File: config.mk
export PLATFORM = sky130hd
export DESIGN_NAME = ignition_dwell_spark_scheduler
export DESIGN_NICKNAME = d
export VERILOG_FILES = /design/src/rtl/core/isd_pkg.sv /design/src/rtl/core/isd_div.sv /design/src/rtl/core/isd_ctrl.sv /design/src/rtl/core/isd_dp.sv /design/src/rtl/core/ignition_dwell_spark_scheduler.sv
export SDC_FILE = /design/constraint.sdc
export NUM_CORES = 1
export LEC_CHECK = 0
export BUFFER_PORTS_ARGS = -buffer_cell sky130_fd_sc_hd__buf_2
export CELL_PAD_IN_SITES_DETAIL_PLACEMENT = 1
export CELL_PAD_IN_SITES_GLOBAL_PLACEMENT = 1
export CORE_ASPECT_RATIO = 1.2
export CORE_UTILIZATION = 40
export CTS_CLUSTER_SIZE = 28
export DETAILED_ROUTE_END_ITERATION = 8
export GPL_ROUTABILITY_DRIVEN = 0
export PLACE_DENSITY = 0.7
export RECOVER_POWER = 50
export SLEW_MARGIN = 25
export SYNTH_ARGS = -nofsm -noshare
export SYNTH_HDL_FRONTEND = slang
export SYNTH_SLANG_ARGS = --single-unit
File: constraint.sdc
create_clock -name i_clk -period 9.3 [get_ports i_clk]
set_clock_uncertainty 0.2 [all_clocks]
set_input_delay 0 -clock i_clk [delete_from_list [all_inputs] [get_ports i_clk]]
set_output_delay 0 -clock i_clk [all_outputs]
set_load 0.1 [all_outputs]
File: src/rtl/core/isd_pkg.sv
package isd_pkg;

    // Action codes
    localparam logic [2:0] ACT_TICK    = 3'd0;
    localparam logic [2:0] ACT_START   = 3'd1;
    localparam logic [2:0] ACT_ONESHOT = 3'd2;
    localparam logic [2:0] ACT_STOP    = 3'd3;
    localparam logic [2:0] ACT_STATUS  = 3'd4;

    // Field widths
    localparam int DWELL_W = 13;
    localparam int DVD_W   = 30;    // advance_q4 * 1e6 fits in 30 bits
    localparam int DVS_W   = 23;    // 96 * rpm fits in 23 bits

    // Spark arithmetic
    localparam logic [19:0] ADV_SCALE    = 20'd1000000;
    localparam int          START_MARGIN = 10;

    // Dwell selection, battery thresholds in mV
    localparam logic [15:0] MV_LOW  = 16'd11000;
    localparam logic [15:0] MV_MID  = 16'd12500;
    localparam logic [15:0] MV_HIGH = 16'd14000;
    localparam logic [15:0] RPM_HI  = 16'd8000;
    localparam logic [15:0] RPM_LO  = 16'd1000;

    // Dwell values in us: nominal, high speed (x17/20), low speed (x23/20)
    localparam logic [DWELL_W-1:0] DW_NOM_0 = 13'd4500;
    localparam logic [DWELL_W-1:0] DW_NOM_1 = 13'd3500;
    localparam logic [DWELL_W-1:0] DW_NOM_2 = 13'd3000;
    localparam logic [DWELL_W-1:0] DW_NOM_3 = 13'd2800;
    localparam logic [DWELL_W-1:0] DW_HI_0  = 13'd3825;
    localparam logic [DWELL_W-1:0] DW_HI_1  = 13'd2975;
    localparam logic [DWELL_W-1:0] DW_HI_2  = 13'd2550;
    localparam logic [DWELL_W-1:0] DW_HI_3  = 13'd2380;
    localparam logic [DWELL_W-1:0] DW_LO_0  = 13'd5175;
    localparam logic [DWELL_W-1:0] DW_LO_1  = 13'd4025;
    localparam logic [DWELL_W-1:0] DW_LO_2  = 13'd3450;
    localparam logic [DWELL_W-1:0] DW_LO_3  = 13'd3220;
    localparam logic [DWELL_W-1:0] DW_RESET = 13'd3000;

    typedef struct packed {
        logic [2:0]  action;
        logic [2:0]  cylinder;
        logic [15:0] engine_rpm;
        logic [9:0]  advance_q4;
        logic [15:0] spark_delay;
        logic [15:0] battery_mv;
    } t_in_item;

    typedef struct packed {
        logic               ok;
        logic [3:0]         coil_levels;
        logic [3:0]         active_mask;
        logic [DWELL_W-1:0] dwell_us;
    } t_out_item;

    typedef enum logic [2:0] {
        ST_IDLE,
        ST_MUL,
        ST_DIV_LOAD,
        ST_DIV_RUN,
        ST_EXEC
    } t_state;

    // Controller to datapath
    typedef struct packed {
        logic capture;
        logic mul;
        logic div_load;
        logic commit;
    } t_cmd;

    // Datapath to controller
    typedef struct packed {
        logic need_div;
        logic div_busy;
        logic out_busy;
    } t_stat;

    // Dwell from battery voltage, scaled for engine speed
    function automatic logic [DWELL_W-1:0] pick_dwell(input logic [15:0] mv,
                                                      input logic [15:0] rpm);
        logic [1:0] band;
        logic [DWELL_W-1:0] dw;
        if (mv < MV_LOW) begin
            band = 2'd0;
        end else if (mv < MV_MID) begin
            band = 2'd1;
        end else if (mv < MV_HIGH) begin
            band = 2'd2;
        end else begin
            band = 2'd3;
        end
        if (rpm > RPM_HI) begin
            case (band)
                2'd0:    dw = DW_HI_0;
                2'd1:    dw = DW_HI_1;
                2'd2:    dw = DW_HI_2;
                default: dw = DW_HI_3;
            endcase
        end else if (rpm < RPM_LO) begin
            case (band)
                2'd0:    dw = DW_LO_0;
                2'd1:    dw = DW_LO_1;
                2'd2:    dw = DW_LO_2;
                default: dw = DW_LO_3;
            endcase
        end else begin
            case (band)
                2'd0:    dw = DW_NOM_0;
                2'd1:    dw = DW_NOM_1;
                2'd2:    dw = DW_NOM_2;
                default: dw = DW_NOM_3;
            endcase
        end
        return dw;
    endfunction

endpackage

File: src/rtl/core/isd_div.sv
module isd_div #(
    parameter int DIVIDEND_W = 30,
    parameter int DIVISOR_W  = 23
) (
    input  logic                  i_clk,
    input  logic                  i_rst_n,
    input  logic                  i_load,
    input  logic [DIVIDEND_W-1:0] i_dividend,
    input  logic [DIVISOR_W-1:0]  i_divisor,
    output logic                  o_busy,
    output logic [DIVIDEND_W-1:0] o_quotient
);

    localparam int CNT_W = $clog2(DIVIDEND_W + 1);

    logic                  r_busy;
    logic [CNT_W-1:0]      r_cnt;
    logic [DIVISOR_W-1:0]  r_dvs;
    logic [DIVISOR_W-1:0]  r_rem;
    logic [DIVIDEND_W-1:0] r_quo;

    logic [DIVISOR_W:0]    trial;
    logic                  fits;

    // One restoring step: bring down the next dividend bit and try a subtract
    always_comb begin
        trial = {r_rem, r_quo[DIVIDEND_W-1]};
        fits  = trial >= {1'b0, r_dvs};
    end

    // Control: one quotient bit per cycle
    always_ff @(posedge i_clk) begin
        if (!i_rst_n) begin
            r_busy <= 1'b0;
            r_cnt  <= '0;
        end else if (i_load) begin
            r_busy <= 1'b1;
            r_cnt  <= CNT_W'(DIVIDEND_W);
        end else if (r_busy) begin
            r_cnt <= r_cnt - 1'b1;
            if (r_cnt == CNT_W'(1)) begin
                r_busy <= 1'b0;
            end
        end
    end

    // Remainder and quotient shift register
    always_ff @(posedge i_clk) begin
        if (i_load) begin
            r_dvs <= i_divisor;
            r_rem <= '0;
            r_quo <= i_dividend;
        end else if (r_busy) begin
            r_rem <= fits ? DIVISOR_W'(trial - {1'b0, r_dvs}) : trial[DIVISOR_W-1:0];
            r_quo <= {r_quo[DIVIDEND_W-2:0], fits};
        end
    end

    assign o_busy     = r_busy;
    assign o_quotient = r_quo;

endmodule

File: src/rtl/core/isd_ctrl.sv
module isd_ctrl (
    input  logic          i_clk,
    input  logic          i_rst_n,
    input  logic          i_in_valid,
    output logic          o_in_ready,
    input  isd_pkg::t_stat i_stat,
    output isd_pkg::t_cmd  o_cmd
);
    import isd_pkg::*;

    t_state r_state;
    t_state n_state;

    // State register
    always_ff @(posedge i_clk) begin
        if (!i_rst_n) begin
            r_state <= ST_IDLE;
        end else begin
            r_state <= n_state;
        end
    end

    // Next state and commands
    always_comb begin
        n_state    = r_state;
        o_cmd      = '0;
        o_in_ready = 1'b0;
        case (r_state)
            ST_IDLE: begin
                o_in_ready = 1'b1;
                if (i_in_valid) begin
                    o_cmd.capture = 1'b1;
                    n_state = i_stat.need_div ? ST_MUL : ST_EXEC;
                end
            end
            ST_MUL: begin
                o_cmd.mul = 1'b1;
                n_state   = ST_DIV_LOAD;
            end
            ST_DIV_LOAD: begin
                o_cmd.div_load = 1'b1;
                n_state        = ST_DIV_RUN;
            end
            ST_DIV_RUN: begin
                if (!i_stat.div_busy) begin
                    n_state = ST_EXEC;
                end
            end
            ST_EXEC: begin
                // commit only when the output register can take the beat
                if (!i_stat.out_busy) begin
                    o_cmd.commit = 1'b1;
                    n_state      = ST_IDLE;
                end
            end
            default: begin
                n_state = ST_IDLE;
            end
        endcase
    end

endmodule

File: src/rtl/core/isd_dp.sv
module isd_dp #(
    parameter int CHANNELS     = 4,
    parameter int COUNTER_BITS = 16
) (
    input  logic              i_clk,
    input  logic              i_rst_n,
    input  isd_pkg::t_in_item i_in_data,
    input  isd_pkg::t_cmd     i_cmd,
    output isd_pkg::t_stat    o_stat,
    input  logic              i_out_ready,
    output logic              o_out_valid,
    output isd_pkg::t_out_item o_out_data
);
    import isd_pkg::*;

    localparam int CB    = COUNTER_BITS;
    localparam int CMP_W = ((DVD_W > CB) ? DVD_W : CB) + 1;
    localparam int PAD_W = (CHANNELS > 4) ? CHANNELS : 4;
    localparam logic [CMP_W-1:0] PERIOD_MAX = CMP_W'((64'd1 << CB) - 64'd1);

    // Latched command and arithmetic operands
    t_in_item           r_item;
    logic [DVD_W-1:0]   r_dvd;
    logic [DVS_W-1:0]   r_dvs;
    logic               div_busy;
    logic [DVD_W-1:0]   quo;

    // Channel state
    logic [CB-1:0]      r_cnt   [CHANNELS];
    logic [CB-1:0]      r_per   [CHANNELS];
    logic [CB-1:0]      r_ds    [CHANNELS];
    logic [CB-1:0]      r_spk   [CHANNELS];
    logic [DWELL_W-1:0] r_dwell [CHANNELS];
    logic [CHANNELS-1:0] r_run, r_act, r_lvl;

    logic [CB-1:0]      n_cnt   [CHANNELS];
    logic [CB-1:0]      n_per   [CHANNELS];
    logic [CB-1:0]      n_ds    [CHANNELS];
    logic [CB-1:0]      n_spk   [CHANNELS];
    logic [DWELL_W-1:0] n_dwell [CHANNELS];
    logic [CHANNELS-1:0] n_run, n_act, n_lvl;

    // Tick lanes
    logic [CB-1:0]      cnt_inc [CHANNELS];
    logic [CHANNELS-1:0] tick_last, tick_lvl;

    // Output register
    logic               r_out_valid;
    t_out_item          r_out;

    // Decode
    logic [3:0]          cyl_m1;
    logic                cyl_ok;
    logic                in_cyl_ok;
    logic [CHANNELS-1:0] sel;
    logic                rpm_ok;
    logic [DWELL_W-1:0]  dwell_ld;
    logic [CMP_W-1:0]    start_per;
    logic [CMP_W-1:0]    shot_per;
    logic                start_fit, shot_fit;
    logic [CB-1:0]       spk_ld, per_ld, ds_ld;
    logic                load, ok;
    logic [DWELL_W-1:0]  dw_out;
    logic [PAD_W-1:0]    lvl_pad, act_pad;

    // Start needs the divider only when it can be accepted at all
    always_comb begin
        in_cyl_ok = (i_in_data.cylinder != 3'd0) &&
                    (5'(i_in_data.cylinder) <= 5'(CHANNELS));
        o_stat.need_div = (i_in_data.action == ACT_START) && in_cyl_ok &&
                          (i_in_data.engine_rpm != 16'd0);
        o_stat.div_busy = div_busy;
        o_stat.out_busy = r_out_valid && !i_out_ready;
    end

    // Command capture and operand stage
    always_ff @(posedge i_clk) begin
        if (i_cmd.capture) begin
            r_item <= i_in_data;
        end
        if (i_cmd.mul) begin
            r_dvd <= DVD_W'(r_item.advance_q4) * DVD_W'(ADV_SCALE);
            r_dvs <= (DVS_W'(r_item.engine_rpm) << 6) + (DVS_W'(r_item.engine_rpm) << 5);
        end
    end

    isd_div #(
        .DIVIDEND_W (DVD_W),
        .DIVISOR_W  (DVS_W)
    ) u_div (
        .i_clk      (i_clk),
        .i_rst_n    (i_rst_n),
        .i_load     (i_cmd.div_load),
        .i_dividend (r_dvd),
        .i_divisor  (r_dvs),
        .o_busy     (div_busy),
        .o_quotient (quo)
    );

    // Per-channel tick: advance, stop at period - 1, recompute the coil
    always_comb begin
        for (int i = 0; i < CHANNELS; i++) begin
            cnt_inc[i]   = r_cnt[i] + 1'b1;
            tick_last[i] = ((CB + 1)'(cnt_inc[i]) + 1'b1) >= (CB + 1)'(r_per[i]);
            tick_lvl[i]  = (cnt_inc[i] >= r_ds[i]) && (cnt_inc[i] < r_spk[i]);
        end
    end

    // Channel address decode and load values
    always_comb begin
        cyl_m1 = 4'(r_item.cylinder) - 4'd1;
        cyl_ok = (r_item.cylinder != 3'd0) && (5'(r_item.cylinder) <= 5'(CHANNELS));
        for (int i = 0; i < CHANNELS; i++) begin
            sel[i] = cyl_ok && (cyl_m1 == 4'(i));
        end
        rpm_ok    = r_item.engine_rpm != 16'd0;
        dwell_ld  = pick_dwell(r_item.battery_mv, r_item.engine_rpm);
        start_per = CMP_W'(quo) + CMP_W'(START_MARGIN);
        shot_per  = CMP_W'(r_item.spark_delay) + CMP_W'(1);
        start_fit = (quo != '0) && (start_per <= PERIOD_MAX);
        shot_fit  = shot_per <= PERIOD_MAX;
        if (r_item.action == ACT_START) begin
            spk_ld = CB'(quo);
            per_ld = CB'(start_per);
        end else begin
            spk_ld = CB'(r_item.spark_delay);
            per_ld = CB'(shot_per);
        end
        ds_ld = (spk_ld > CB'(dwell_ld)) ? (spk_ld - CB'(dwell_ld)) : '0;
    end

    // Next channel state for the current command
    always_comb begin
        n_cnt   = r_cnt;
        n_per   = r_per;
        n_ds    = r_ds;
        n_spk   = r_spk;
        n_dwell = r_dwell;
        n_run   = r_run;
        n_act   = r_act;
        n_lvl   = r_lvl;
        load    = 1'b0;
        ok      = 1'b0;
        case (r_item.action)
            ACT_TICK: begin
                ok = 1'b1;
                for (int i = 0; i < CHANNELS; i++) begin
                    if (r_run[i]) begin
                        n_cnt[i] = cnt_inc[i];
                        n_lvl[i] = tick_lvl[i];
                        if (tick_last[i]) begin
                            n_run[i] = 1'b0;
                        end
                    end
                end
            end
            ACT_START: begin
                load = cyl_ok && rpm_ok && start_fit;
                ok   = load;
            end
            ACT_ONESHOT: begin
                load = cyl_ok && rpm_ok && shot_fit;
                ok   = load;
            end
            ACT_STOP: begin
                ok = cyl_ok;
                for (int i = 0; i < CHANNELS; i++) begin
                    if (sel[i]) begin
                        n_run[i] = 1'b0;
                        n_cnt[i] = '0;
                        n_lvl[i] = 1'b0;
                        n_act[i] = 1'b0;
                    end
                end
            end
            ACT_STATUS: begin
                ok = cyl_ok;
            end
            default: begin
                ok = 1'b0;
            end
        endcase
        // load restarts the channel from count 0
        for (int i = 0; i < CHANNELS; i++) begin
            if (load && sel[i]) begin
                n_spk[i]   = spk_ld;
                n_ds[i]    = ds_ld;
                n_per[i]   = per_ld;
                n_cnt[i]   = '0;
                n_run[i]   = per_ld > CB'(1);
                n_act[i]   = 1'b1;
                n_dwell[i] = dwell_ld;
                n_lvl[i]   = (ds_ld == '0) && (spk_ld != '0);
            end
        end
    end

    // Result fields from the updated state
    always_comb begin
        dw_out = '0;
        for (int i = 0; i < CHANNELS; i++) begin
            if (sel[i]) begin
                dw_out = n_dwell[i];
            end
        end
        lvl_pad = PAD_W'(n_lvl);
        act_pad = PAD_W'(n_act);
    end

    // Channel state registers
    always_ff @(posedge i_clk) begin
        if (!i_rst_n) begin
            for (int i = 0; i < CHANNELS; i++) begin
                r_cnt[i]   <= '0;
                r_per[i]   <= '0;
                r_ds[i]    <= '0;
                r_spk[i]   <= '0;
                r_dwell[i] <= DW_RESET;
            end
            r_run <= '0;
            r_act <= '0;
            r_lvl <= '0;
        end else if (i_cmd.commit) begin
            r_cnt   <= n_cnt;
            r_per   <= n_per;
            r_ds    <= n_ds;
            r_spk   <= n_spk;
            r_dwell <= n_dwell;
            r_run   <= n_run;
            r_act   <= n_act;
            r_lvl   <= n_lvl;
        end
    end

    // Output beat register
    always_ff @(posedge i_clk) begin
        if (!i_rst_n) begin
            r_out_valid <= 1'b0;
        end else if (i_cmd.commit) begin
            r_out_valid <= 1'b1;
        end else if (i_out_ready) begin
            r_out_valid <= 1'b0;
        end
    end

    always_ff @(posedge i_clk) begin
        if (i_cmd.commit) begin
            r_out.ok          <= ok;
            r_out.coil_levels <= lvl_pad[3:0];
            r_out.active_mask <= act_pad[3:0];
            r_out.dwell_us    <= dw_out;
        end
    end

    assign o_out_valid = r_out_valid;
    assign o_out_data  = r_out;

endmodule

File: src/rtl/core/ignition_dwell_spark_scheduler.sv
// Tick, one-shot, stop and status go straight to the execute state; a start by advance first
// passes the multiply, divider-load and divider-run states, the last waiting on the 30-step
// bit-serial spark divider. One command at a time: the input reopens once the result sits in
// the output register, even while that beat still waits for the sink.
// Reset (synchronous, active low): all channels stopped and inactive, coils low, counters
// and times cleared, stored dwell 3000 us, no result pending.
module ignition_dwell_spark_scheduler #(
    parameter int CHANNELS     = 4,
    parameter int COUNTER_BITS = 16
) (
    input  logic               i_clk,
    input  logic               i_rst_n,
    input  logic               i_in_valid,
    output logic               o_in_ready,
    input  isd_pkg::t_in_item  i_in_data,
    output logic               o_out_valid,
    input  logic               i_out_ready,
    output isd_pkg::t_out_item o_out_data
);
    import isd_pkg::*;

    t_cmd  cmd;
    t_stat stat;

    isd_ctrl u_ctrl (
        .i_clk      (i_clk),
        .i_rst_n    (i_rst_n),
        .i_in_valid (i_in_valid),
        .o_in_ready (o_in_ready),
        .i_stat     (stat),
        .o_cmd      (cmd)
    );

    isd_dp #(
        .CHANNELS     (CHANNELS),
        .COUNTER_BITS (COUNTER_BITS)
    ) u_dp (
        .i_clk       (i_clk),
        .i_rst_n     (i_rst_n),
        .i_in_data   (i_in_data),
        .i_cmd       (cmd),
        .o_stat      (stat),
        .i_out_ready (i_out_ready),
        .o_out_valid (o_out_valid),
        .o_out_data  (o_out_data)
    );

endmodule

# After elaboration in Yosys (flattened, before gate mapping)
# Cells that the tools add are included.
# word_totals
wordCells	264
out_inout_bits	24
register_bits	539
input_bits	68
# op_classes
addsub	15
order_cmp	24
reduce_logical	55
n_mux	95
mul	1
eq_ne	26
bitwise	1
# op_table
cell	n
two-way mux 16 bit	15
two-way mux 13 bit	10
one-hot mux 64 bit (2 select lines)	1
adder 16 x 1 -> 17 bit (second input constant)	5
one-hot mux 13 bit (3 select lines)	2
>= comparator 17 x 16 -> 1 bit	4
adder 16 x 1 -> 16 bit (second input constant)	4
>= comparator 16 bit	4
less-than comparator 16 bit	4
less-or-equal comparator 31 x 16 -> 1 bit (second input constant)	2
two-way mux 30 bit	2
two-way mux 1 bit	49
less-than comparator 16 x 14 -> 1 bit (second input constant)	3
nonzero test 16 bit	3
one-hot mux 11 bit (3 select lines)	1
adder 30 x 4 -> 31 bit (second input constant)	1
nonzero test 30 bit	1
>= comparator 24 x 23 -> 1 bit	1
multiplier 10 x 14 -> 24 bit (second input constant)	1
inequality test 3 x 1 -> 1 bit (second input constant)	8
adder 22 x 21 -> 23 bit	1
two-way mux 23 bit	1
subtractor 23 bit	1
logical AND 1 bit	22
other kinds (37)	71

# Logic depth before layout (Yosys ltp)
# Gate-level depths: netlist (run 1).
# depth
ltp_word	13
ltp_mapped	22
depth_no_buf	22

# Hierarchy
# Synthesis (run 1) repeated with hierarchy kept, for this count alone.
# unflattened
hier_cells	3780
hier_area_um2	33524.7
# modules_own_cells
mod	instances	seq_area_each_um2	cells_per_inst	area_each_um2
isd_dp	1	10209.8	3323	28688.8
isd_div	1	2172.1	432	4644.5
isd_ctrl	1	60.1	25	191.4

# Least setup slack after synthesis (run 1)
# No wires, ideal clock.
# synth_timing
path_type	register to register
from	register u_dp.r_item[4] (netlist bit)
to	register u_dp.r_lvl[2]
path_slack_ns	4.203
n_path_buf	0
synth_period_minus_slack_ns	5.097
t_arrival_ns	4.802
setup_ns	0.096
stages_incl_launch_ff	23
t_required_ns	9.004
cell_sequence	edfxtp_1 and3_1 a31o_2 a21o_1 a21o_1 a311o_1 inv_1 ha_1 inv_1 a21oi_1 a21boi_0 inv_1 ha_1 nor2b_1 o2111ai_1 a31oi_1 o21a_1 o22ai_2 o21bai_1 nand2_1 nor4b_1 nand3_1 o311ai_1
# synth_between
elab_chain_cells	13
elab_cells_between_ends	20
classes_between	add/sub: 1; order compare: 4; eq/ne: 2; mux: 10; reduce/logical: 3
# synth_lines
item	line_no	rtl
start: declaration	isd_dp.sv:22	t_in_item r_item;
start signal: assignment	isd_dp.sv:79	r_item <= i_in_data;
less-than comparator 16 x 14 -> 1 bit	isd_pkg.sv:89	end else if (mv < MV_HIGH) begin
two-way mux 1 bit	isd_pkg.sv:89	
two-way mux 2 bit	isd_pkg.sv:87	end else if (mv < MV_MID) begin
two-way mux 2 bit *	isd_pkg.sv:85	if (mv < MV_LOW) begin
equality test 2 bit, or another cell as far along	isd_pkg.sv:95, isd_pkg.sv:102, isd_pkg.sv:109	
one-hot mux 13 bit (3 select lines), on equally long branches	isd_pkg.sv:102, isd_pkg.sv:109	
two-way mux 13 bit	isd_pkg.sv:101	end else if (rpm < RPM_LO) begin
two-way mux 13 bit *	isd_pkg.sv:94	if (rpm > RPM_HI) begin
subtractor 16 x 13 -> 16 bit / greater-than comparator 16 x 13 -> 1 bit (equally long branches)	isd_dp.sv:129	ds_ld = (spk_ld > CB'(dwell_ld)) ? (spk_ld - CB'(dwell_ld)) : '0;
two-way mux 16 bit *	isd_dp.sv:129	
logical NOT 16 bit *	isd_dp.sv:193	n_lvl[i] = (ds_ld == '0) && (spk_ld != '0);
logical AND 1 bit *	isd_dp.sv:193	
two-way mux 1 bit *	isd_dp.sv:185	if (load && sel[i]) begin
end signal: assignment	isd_dp.sv:231	r_lvl <= n_lvl;
end: declaration	isd_dp.sv:34	logic [CHANNELS-1:0] r_run, r_act, r_lvl;
# Mark *: on every way between the ends. The rest lies on a longest branch, timed or not.
# A chain may end at the register's enable or synchronous reset.

# Final worst setup path (run 1)
# layout_timing
from	register u_dp.r_item[4] (netlist bit)
to	register u_dp.r_out (netlist bit u_dp.o_out_data[18]), data pin
# layout_between
elab_chain_cells	13
elab_cells_between_ends	20
classes_between	add/sub: 1; order compare: 4; eq/ne: 2; mux: 10; reduce/logical: 3
# layout_lines
item	line_no	rtl
less-than comparator 16 x 14 -> 1 bit	isd_pkg.sv:89	
two-way mux 1 bit	isd_pkg.sv:89	
two-way mux 2 bit	isd_pkg.sv:87	
two-way mux 2 bit *	isd_pkg.sv:85	
equality test 2 bit, or another cell as far along	isd_pkg.sv:95, isd_pkg.sv:102, isd_pkg.sv:109	
one-hot mux 13 bit (3 select lines), on equally long branches	isd_pkg.sv:102, isd_pkg.sv:109	
two-way mux 13 bit	isd_pkg.sv:101	
two-way mux 13 bit *	isd_pkg.sv:94	
subtractor 16 x 13 -> 16 bit / greater-than comparator 16 x 13 -> 1 bit (equally long branches)	isd_dp.sv:129	
two-way mux 16 bit *	isd_dp.sv:129	
logical NOT 16 bit *	isd_dp.sv:193	
logical AND 1 bit *	isd_dp.sv:193	
two-way mux 1 bit *	isd_dp.sv:185	
via u_dp.lvl_pad[1]	isd_dp.sv:64	logic [PAD_W-1:0] lvl_pad, act_pad;
end: declaration	isd_dp.sv:49	t_out_item r_out;
# Mark *: on every way through the listed nets, which the timed path passes. The rest lies on a longest branch.

==> results.md, run 1 <==
- Outcome: finished, violations left
- Failing checks: max-capacitance violations, max-slew violations
- Worst-Margin Slew: slightly below 5 ns
- Part of the power in registers: a little under two fifths
- Area leader, netlist: dfxtp_1
- Sw Ratio: 32.2%
- Post-synth top area share: between 20% and 30%
- Post-Synth XOR/XNOR Area: under 10%
- Share of layout cells above drive strength 1: under 10%
- Drt drc: 0
- Vias in the first global route: ~30,000
- Pwr Total: around 0.0071 W
- Slew headroom: -221%
- Synth Area in Compound Gates: between 15 and 20%
- Yosys warns: 0
- Post-synth EDFFs: approximately 170
- Fin. max-slew vios: between 200 and 300
- Largest family of logic cells by synthesized area: compound AO/OA/AOI/OAI gates
- Period utilisation layout: between 70% and 80%
- Via Count: approximately 29,000
- CP endpoint kind: flip-flop
- Fill cell count: 9,648
- Path type of the worst setup path: flip-flop to flip-flop
- Area added between synthesis and finish: 15.2%
- First-pass detailed-route iteration total: 5
- Seq/Total Area, Yosys: between 30% and 40%
- Sequential cell area: ~12,000 sq um
- Initial Util: 40.4%
- Clock root buffer: clkbuf_16
- Clk slew on worst S/H paths: about 0.070 ns
- Async set or reset register ratio after synthesis: 0%
- Row count: 115
- DPL Wire Length: a little under 80 mm
- Psw: 0.00227 W
- Final Hold Vio Count: 0
- Routed wire per std cell: between 20 and 25 um
- # diodes: 0
- Syn_nets: 4,279
- Post-synthesis mux area share: between 1.5 and 2%
- H-tree depth: 2
- IO buf count: 89
- Max cap viols: 6
- Vias/cell: 5.58
- # resized after CTS: 0
- Setup ws final: between 2 and 3 ns
- GRT Util Overall: 26.0%
- Overflow after GRT: 0
- CTS tree: done
- Core box area: between 80,000 and 90,000 sq um
- TritonCTS buffer count: 61
- Worst path arrival time: 7.02 ns
- Die Width: between 200 and 300 um
- Total Wirelength: approximately 110 mm
- Adder-cell share of the synthesized area: between 10% and 20%
- Synth Flop Type: dfxtp_1
- Lkg Pwr: about 15 nW
- Max rail drop VDD: 0.172 mV
- # setup viols final: 0
- Fin Setup TNS: 0 ns
- Place WS: 2.66 ns
- F_max: between 0.1 and 0.15 GHz
- IO Count: between 90 and 100
- Combinational share of power: 25.3%
- Initial antenna violation count: 1
- Multi-input gate area: 18,700 sq um
- Synth area leaders: dfxtp_1 21%, edfxtp_1 16%, ha_1 13%
- PwrDens: roughly 190 nW/um^2
- Die footprint: about 84,000 sq um
- Die H: between 300 and 400 um
- Fin nets: between 4,000 and 5,000
- Largest net degree at the start of global routing: a little over 80
- RSZ-0062 raised after global routing: false
- Cells after synthesis: roughly 3,800
- Clock share of power: between 30% and 40%
- Clock Latency Late Sink: approximately 0.65 ns
- DRT iter0 DRCs: 1,557
- Unique masters post-synth: a little under 100
- Worst-path fanout max: 15
- HP Class: input pin to flip-flop
- Worst path required time: about 9.6 ns
- Syn_area_per_cell: between 8 and 9 sq um
- Sink Count: between 500 and 600
- Internal power: 0.00480 W
- Synth Register Bits: approximately 530
- Post-Syn Area: around 33,000 sq um
- Tmin final: 6.76 ns
- Global-route wire length before repair: 170 mm
- Clock buffer depth: 3
- Crit start category: flip-flop
- Post-route ant nets: 0
- Simple-Gate Fraction of Synth Area: ~17%
-- stage by stage --
stage	cell area, sq um	hold WS [ns]	utilization [%]	cells
5_1_grt	38200	0.195	46.5	5116
3_3_place_gp	34700	-0.0233	42.3	4868
3_5_place_dp	34700	-0.0217	42.3	4869
6_report	38200	0.189	46.5	5116
4_1_cts	38300	0.116	46.7	5116
2_1_floorplan	33100	-0.101	-	3834
-- final timing paths --
| check | endpoint | cells past startpoint | slack, ns | start |
|---|---|---|---|---|
| worst max-delay path | u_dp.o_out_data[18]$_DFFE_PP_ | 22 | 2.54 | u_dp.r_item[4]$_DFFE_PP_ |
| worst min-delay path | u_ctrl.r_state[0]$_SDFFE_PN0P_ | 6 | 0.19 | i_in_valid |
| worst max register to register | u_dp.o_out_data[18]$_DFFE_PP_ | 22 | 2.54 | u_dp.r_item[4]$_DFFE_PP_ |
| worst min register to register | u_dp.u_div.r_dvs[19]$_DFFE_PP_ | 0 | 0.22 | u_dp.r_dvs[19]$_DFFE_PP_ |
-- synthesized netlist by cell type (26+ instances only) --
| cell type | n |
|---|---|
| nand2_1 | 407 |
| nor2_1 | 381 |
| inv_1 | 379 |
| dfxtp_1 | 353 |
| ha_1 | 349 |
| a21oi_1 | 293 |
| edfxtp_1 | 174 |
| o21ai_0 | 142 |
| xnor2_1 | 129 |
| clkbuf_1 | 114 |
| nand3_1 | 100 |
| a211oi_1 | 94 |
| xor2_1 | 72 |
| nor3_1 | 69 |
| nand4_1 | 65 |
| a21o_1 | 45 |
| mux2i_1 | 45 |
| o211ai_1 | 40 |
| buf_2 | 38 |
| nor2b_1 | 38 |
| o21a_1 | 37 |
| and3_1 | 28 |
| fa_1 | 28 |
| nand2b_1 | 28 |
| nor4_1 | 27 |
| a31oi_1 | 26 |
-- registers in the layout, summed over array words and instances (netlist names), 4 cells and up --
register / flops
u_dp.u_div.r_cnt: 5
u_dp.o_out_data: 22
u_dp.r_dwell: 52
u_dp.r_item: 62
u_dp.u_div.o_quotient: 30
u_dp.r_per: 64
u_dp.r_dvd: 24
u_dp.r_cnt: 64
u_dp.u_div.r_dvs: 18
u_dp.r_spk: 64
u_dp.u_div.r_rem: 23
u_dp.r_run: 4
u_dp.r_act: 4
u_dp.r_lvl: 4
u_dp.r_dvs: 18
u_dp.r_ds: 64
-- critical path: stages (launching register included) --
cell       delay [ns]
edfxtp_1         0.41
and3_1           0.19
a31o_2           0.24
a21o_1           0.18
a21o_1           0.17
a311o_1          0.48
inv_1            0.16
ha_1             0.26
inv_1            0.10
a21oi_1          0.07
a21boi_0         0.72
inv_1            0.11
ha_1             0.35
nor2b_1          0.16
o2111ai_1        0.28
a31oi_1          0.19
o21a_1           0.23
o22ai_2          0.46
o21bai_1         0.40
nand2_1          0.10
nor4b_1          0.35
nand3_1          0.41
o21ai_0          0.36
-- power by group through the flow --
stage	Clock, W	Sequential [W]	Combinational (W)
final	0.00267	0.00261	0.00179
after global routing	0.00281	0.00262	0.00198
after CTS	0.00273	0.00260	0.00179
after detailed placement	0	0.00265	0.00173
after global placement	0	0.00265	0.00169
after floorplan	0	0.00266	0.00119
-- cells by family (layout without fill, tap and decap cells) --
| family | after synthesis | after routing |
|---|---|---|
| simple gates | 1238 | 1238 |
| compound gates | 890 | 890 |
| buf+inv | 551 | 780 |
| flops | 527 | 527 |
| fa+ha+maj | 377 | 377 |
| xor+xnor | 201 | 201 |
| mux | 50 | 50 |
-- layout make-up --
type	instances	area share (%)
repair buffers	285	5.68
inverters	379	3.75
flip-flops and latches	527	32.2
multi-input cells	2756	49.1
clock buffers	74	4.45
clock inverters	42	1.38
well taps	1053	3.45
-- layout by cell type (no fill, tap or decap), drive strengths merged, types with 129 or more instances in the layout --
cell type / n
a21oi: 297
ha: 349
nand2: 408
o21ai: 156
dlygate4sd3: 131
nor2: 382
dfxtp: 353
inv: 383
edfxtp: 174
xnor2: 129
-- per-layer routing --
| metal | GRT usage [%] | up-vias | wire length (um) |
|---|---|---|---|
| li1 | - | 13800 | - |
| met1 | 31.2 | 14000 | 45900 |
| met2 | 47.0 | 538 | 54500 |
| met3 | 2.90 | 229 | 3830 |
| met4 | 11.3 | 0 | 5070 |
| met5 | 0 | - | 0 |
-- what timing repair did --
action / in CTS / in global routing
setup buffers: 0 / 0
hold buffers: 131 / 0
endpoints found under the setup margin: 0 / 0
hold endpoints to repair: 194 / 0
Note: power is estimated with default switching activity, not from simulation.
==> inputs of run 2 (changes only) <==
- clock period: 9.3 -> 6.3 ns (I/O delays scaled with it)
==> results.md, run 2 (synthesis gave the netlist of run 1 again) <==
- Outcome: finished, violations left
- Failing checks: max-capacitance violations, max-slew violations
- Total Wirelength: approximately 110 mm
- Clock buffer depth: 3
- # diodes: 0
- Path type of the worst setup path: flip-flop to flip-flop
- Commonest non-fill, non-tap cell in the layout: nand2_1
- Clock root buffer: clkbuf_16
- Drt drc: 0
- Post-CTS Setup Bufs: 0
- F_max: ~0.17 GHz
- Fin Setup TNS: 0 ns
- Slew headroom: -138%
- Most frequent cells in the layout: 407 x nand2_1, 380 x nor2_1, 378 x inv_1
- Slowest stage delay, CP: slightly below 0.5 ns
- Row count: between 100 and 150
- Max rail drop VDD: between 0.2 and 0.25 mV
- Clock Latency Late Sink: ~0.65 ns
- Die H: 317 um
- First-pass detailed-route iteration total: 5
- RSZ-0062 raised after global routing: false
- Fin nets: approximately 4,500
- IO buf count: 89
- HP Class: input pin to flip-flop
- Worst-path fanout max: 13
- Overflow after GRT: 0
- Initial Util: between 40 and 50%
- DPL Wire Length: 80.6 mm
- PwrDens: about 270 nW/um^2
- Via Count: 28,700
- DRT iter0 DRCs: between 1,500 and 2,000
- Worst path required time: about 6.6 ns
- Clk slew on worst S/H paths: 0.06 ns
- Routed wire per std cell: 21.4 um
- # setup viols final: 0
- Max cap viols: 4
- Vias in the first global route: roughly 30,000
- Crit-path most repeated cell: inv_1
- Worst path arrival time: between 6 and 7 ns
- Place WS: roughly 0.47 ns
- IO Count: between 90 and 100
- Period utilisation layout: between 90% and 100%
- Post-route ant nets: 0
- Fin. max-slew vios: 181
- Crit start category: flip-flop
- Worst-Margin Slew: approximately 3.6 ns
- Area added between synthesis and finish: 15.3%
- GRT Util Overall: between 20% and 30%
- Die footprint: 84,000 sq um
- Top delay family on crit path: compound AO/OA/AOI/OAI gates
- Largest net degree at the start of global routing: ~80
- Initial antenna violation count: 0
- CP max stage cell: a311o_1
- Die Width: 265 um
- Core box area: 82,000 sq um
- Vias/cell: 5.58
- CP Buf/Inv Count: 5
- CTS tree: done
- TritonCTS buffer count: a little over 60
- Share of layout cells above drive strength 1: about 7.2%
- CP cell instances: and3_1, a31o_2, a21o_1, a21o_1, a311o_1, inv_1, ha_1, inv_1, a21oi_1, a21boi_0, buf_4, inv_1, ha_1, nor2b_1, o2111ai_1, a31oi_1, o21a_1, o22ai_2, buf_4, nor2_1, mux2i_1, nand3_1, o21ai_0
- Worst hold slack: approximately 0.15 ns
- Final Hold Vio Count: 0
- Setup ws final: 0.427 ns
- H-tree depth: 2
- Worst R2R Setup Slack: between 0.4 and 0.5 ns
- Tmin final: roughly 5.9 ns
- Sink Count: 527
- Lkg Pwr: ~15 nW
- CP endpoint kind: flip-flop
- Global-route wire length before repair: ~170 mm
[run 2: cell count changes in the layout (fill, tap and decap cells not counted), sizes merged]
cell,change
buf,+26
clkbuf,+15
clkinv,-10
bufinv,-5
dlygate4sd3,+1
inv,-1
[run 2: layout make-up]
class / instances / area (sq um)
timing repair buffer: 313 / 2390
sequential: 527 / 12300
multi-input combinational: 2756 / 18700
clock buffer: 88 / 1770
tap: 1053 / 1320
clock inverter: 26 / 282
inverter: 379 / 1430
fill: 9652 / 43800
[run 2: worst min-delay path, cell delays in order]
cell and delay, ns:
dlygate4sd3_1 0.53, buf_2 0.21, o311ai_0 0.12, o21ai_0 0.07
[run 2: timing repair]
item	CTS	global route
hold endpoints to repair	164	0
hold buffers	132	0
resized for setup	0	0
[run 2: path summary, 6_finish.rpt]
kind | from | endpoint | depth (start not counted)
max | u_dp.r_item[4]$_DFFE_PP_ | u_dp.o_out_data[20]$_DFFE_PP_ | 23
min | i_rst_n | u_dp.r_cnt[38]$_SDFFE_PN0P_ | 4
max reg2reg | u_dp.r_item[4]$_DFFE_PP_ | u_dp.o_out_data[20]$_DFFE_PP_ | 23
min reg2reg | u_dp.r_dvs[20]$_DFFE_PP_ | u_dp.u_div.r_dvs[20]$_DFFE_PP_ | 0
[run 2: power by group]
part           total, W  switching [W]  internal (W)
Combinational   0.00263        0.00160       0.00103
Sequential      0.00385       0.000130       0.00372
Clock           0.00371        0.00155       0.00216
[run 2: layer usage]
layer | up-vias | global-route usage (%) | routed length (um)
met5 | - | 0 | 0
met4 | 0 | 12.3 | 5300
met3 | 226 | 3.14 | 3980
met2 | 504 | 47.8 | 55700
met1 | 14100 | 30.4 | 45300
li1 | 13800 | - | -
[run 2: stage by stage]
| stage | power [W] | area [sq um] | util [%] | std cells |
|---|---|---|---|---|
| after floorplan | 0.00569 | 33100 | - | 3834 |
| after global placement | 0.00640 | 34900 | 42.6 | 4895 |
| after detailed placement | 0.00645 | 34900 | 42.6 | 4895 |
| after CTS | 0.0102 | 38300 | 46.7 | 5141 |
| after global routing | 0.0107 | 38200 | 46.6 | 5142 |
| final | 0.0102 | 38200 | 46.6 | 5142 |
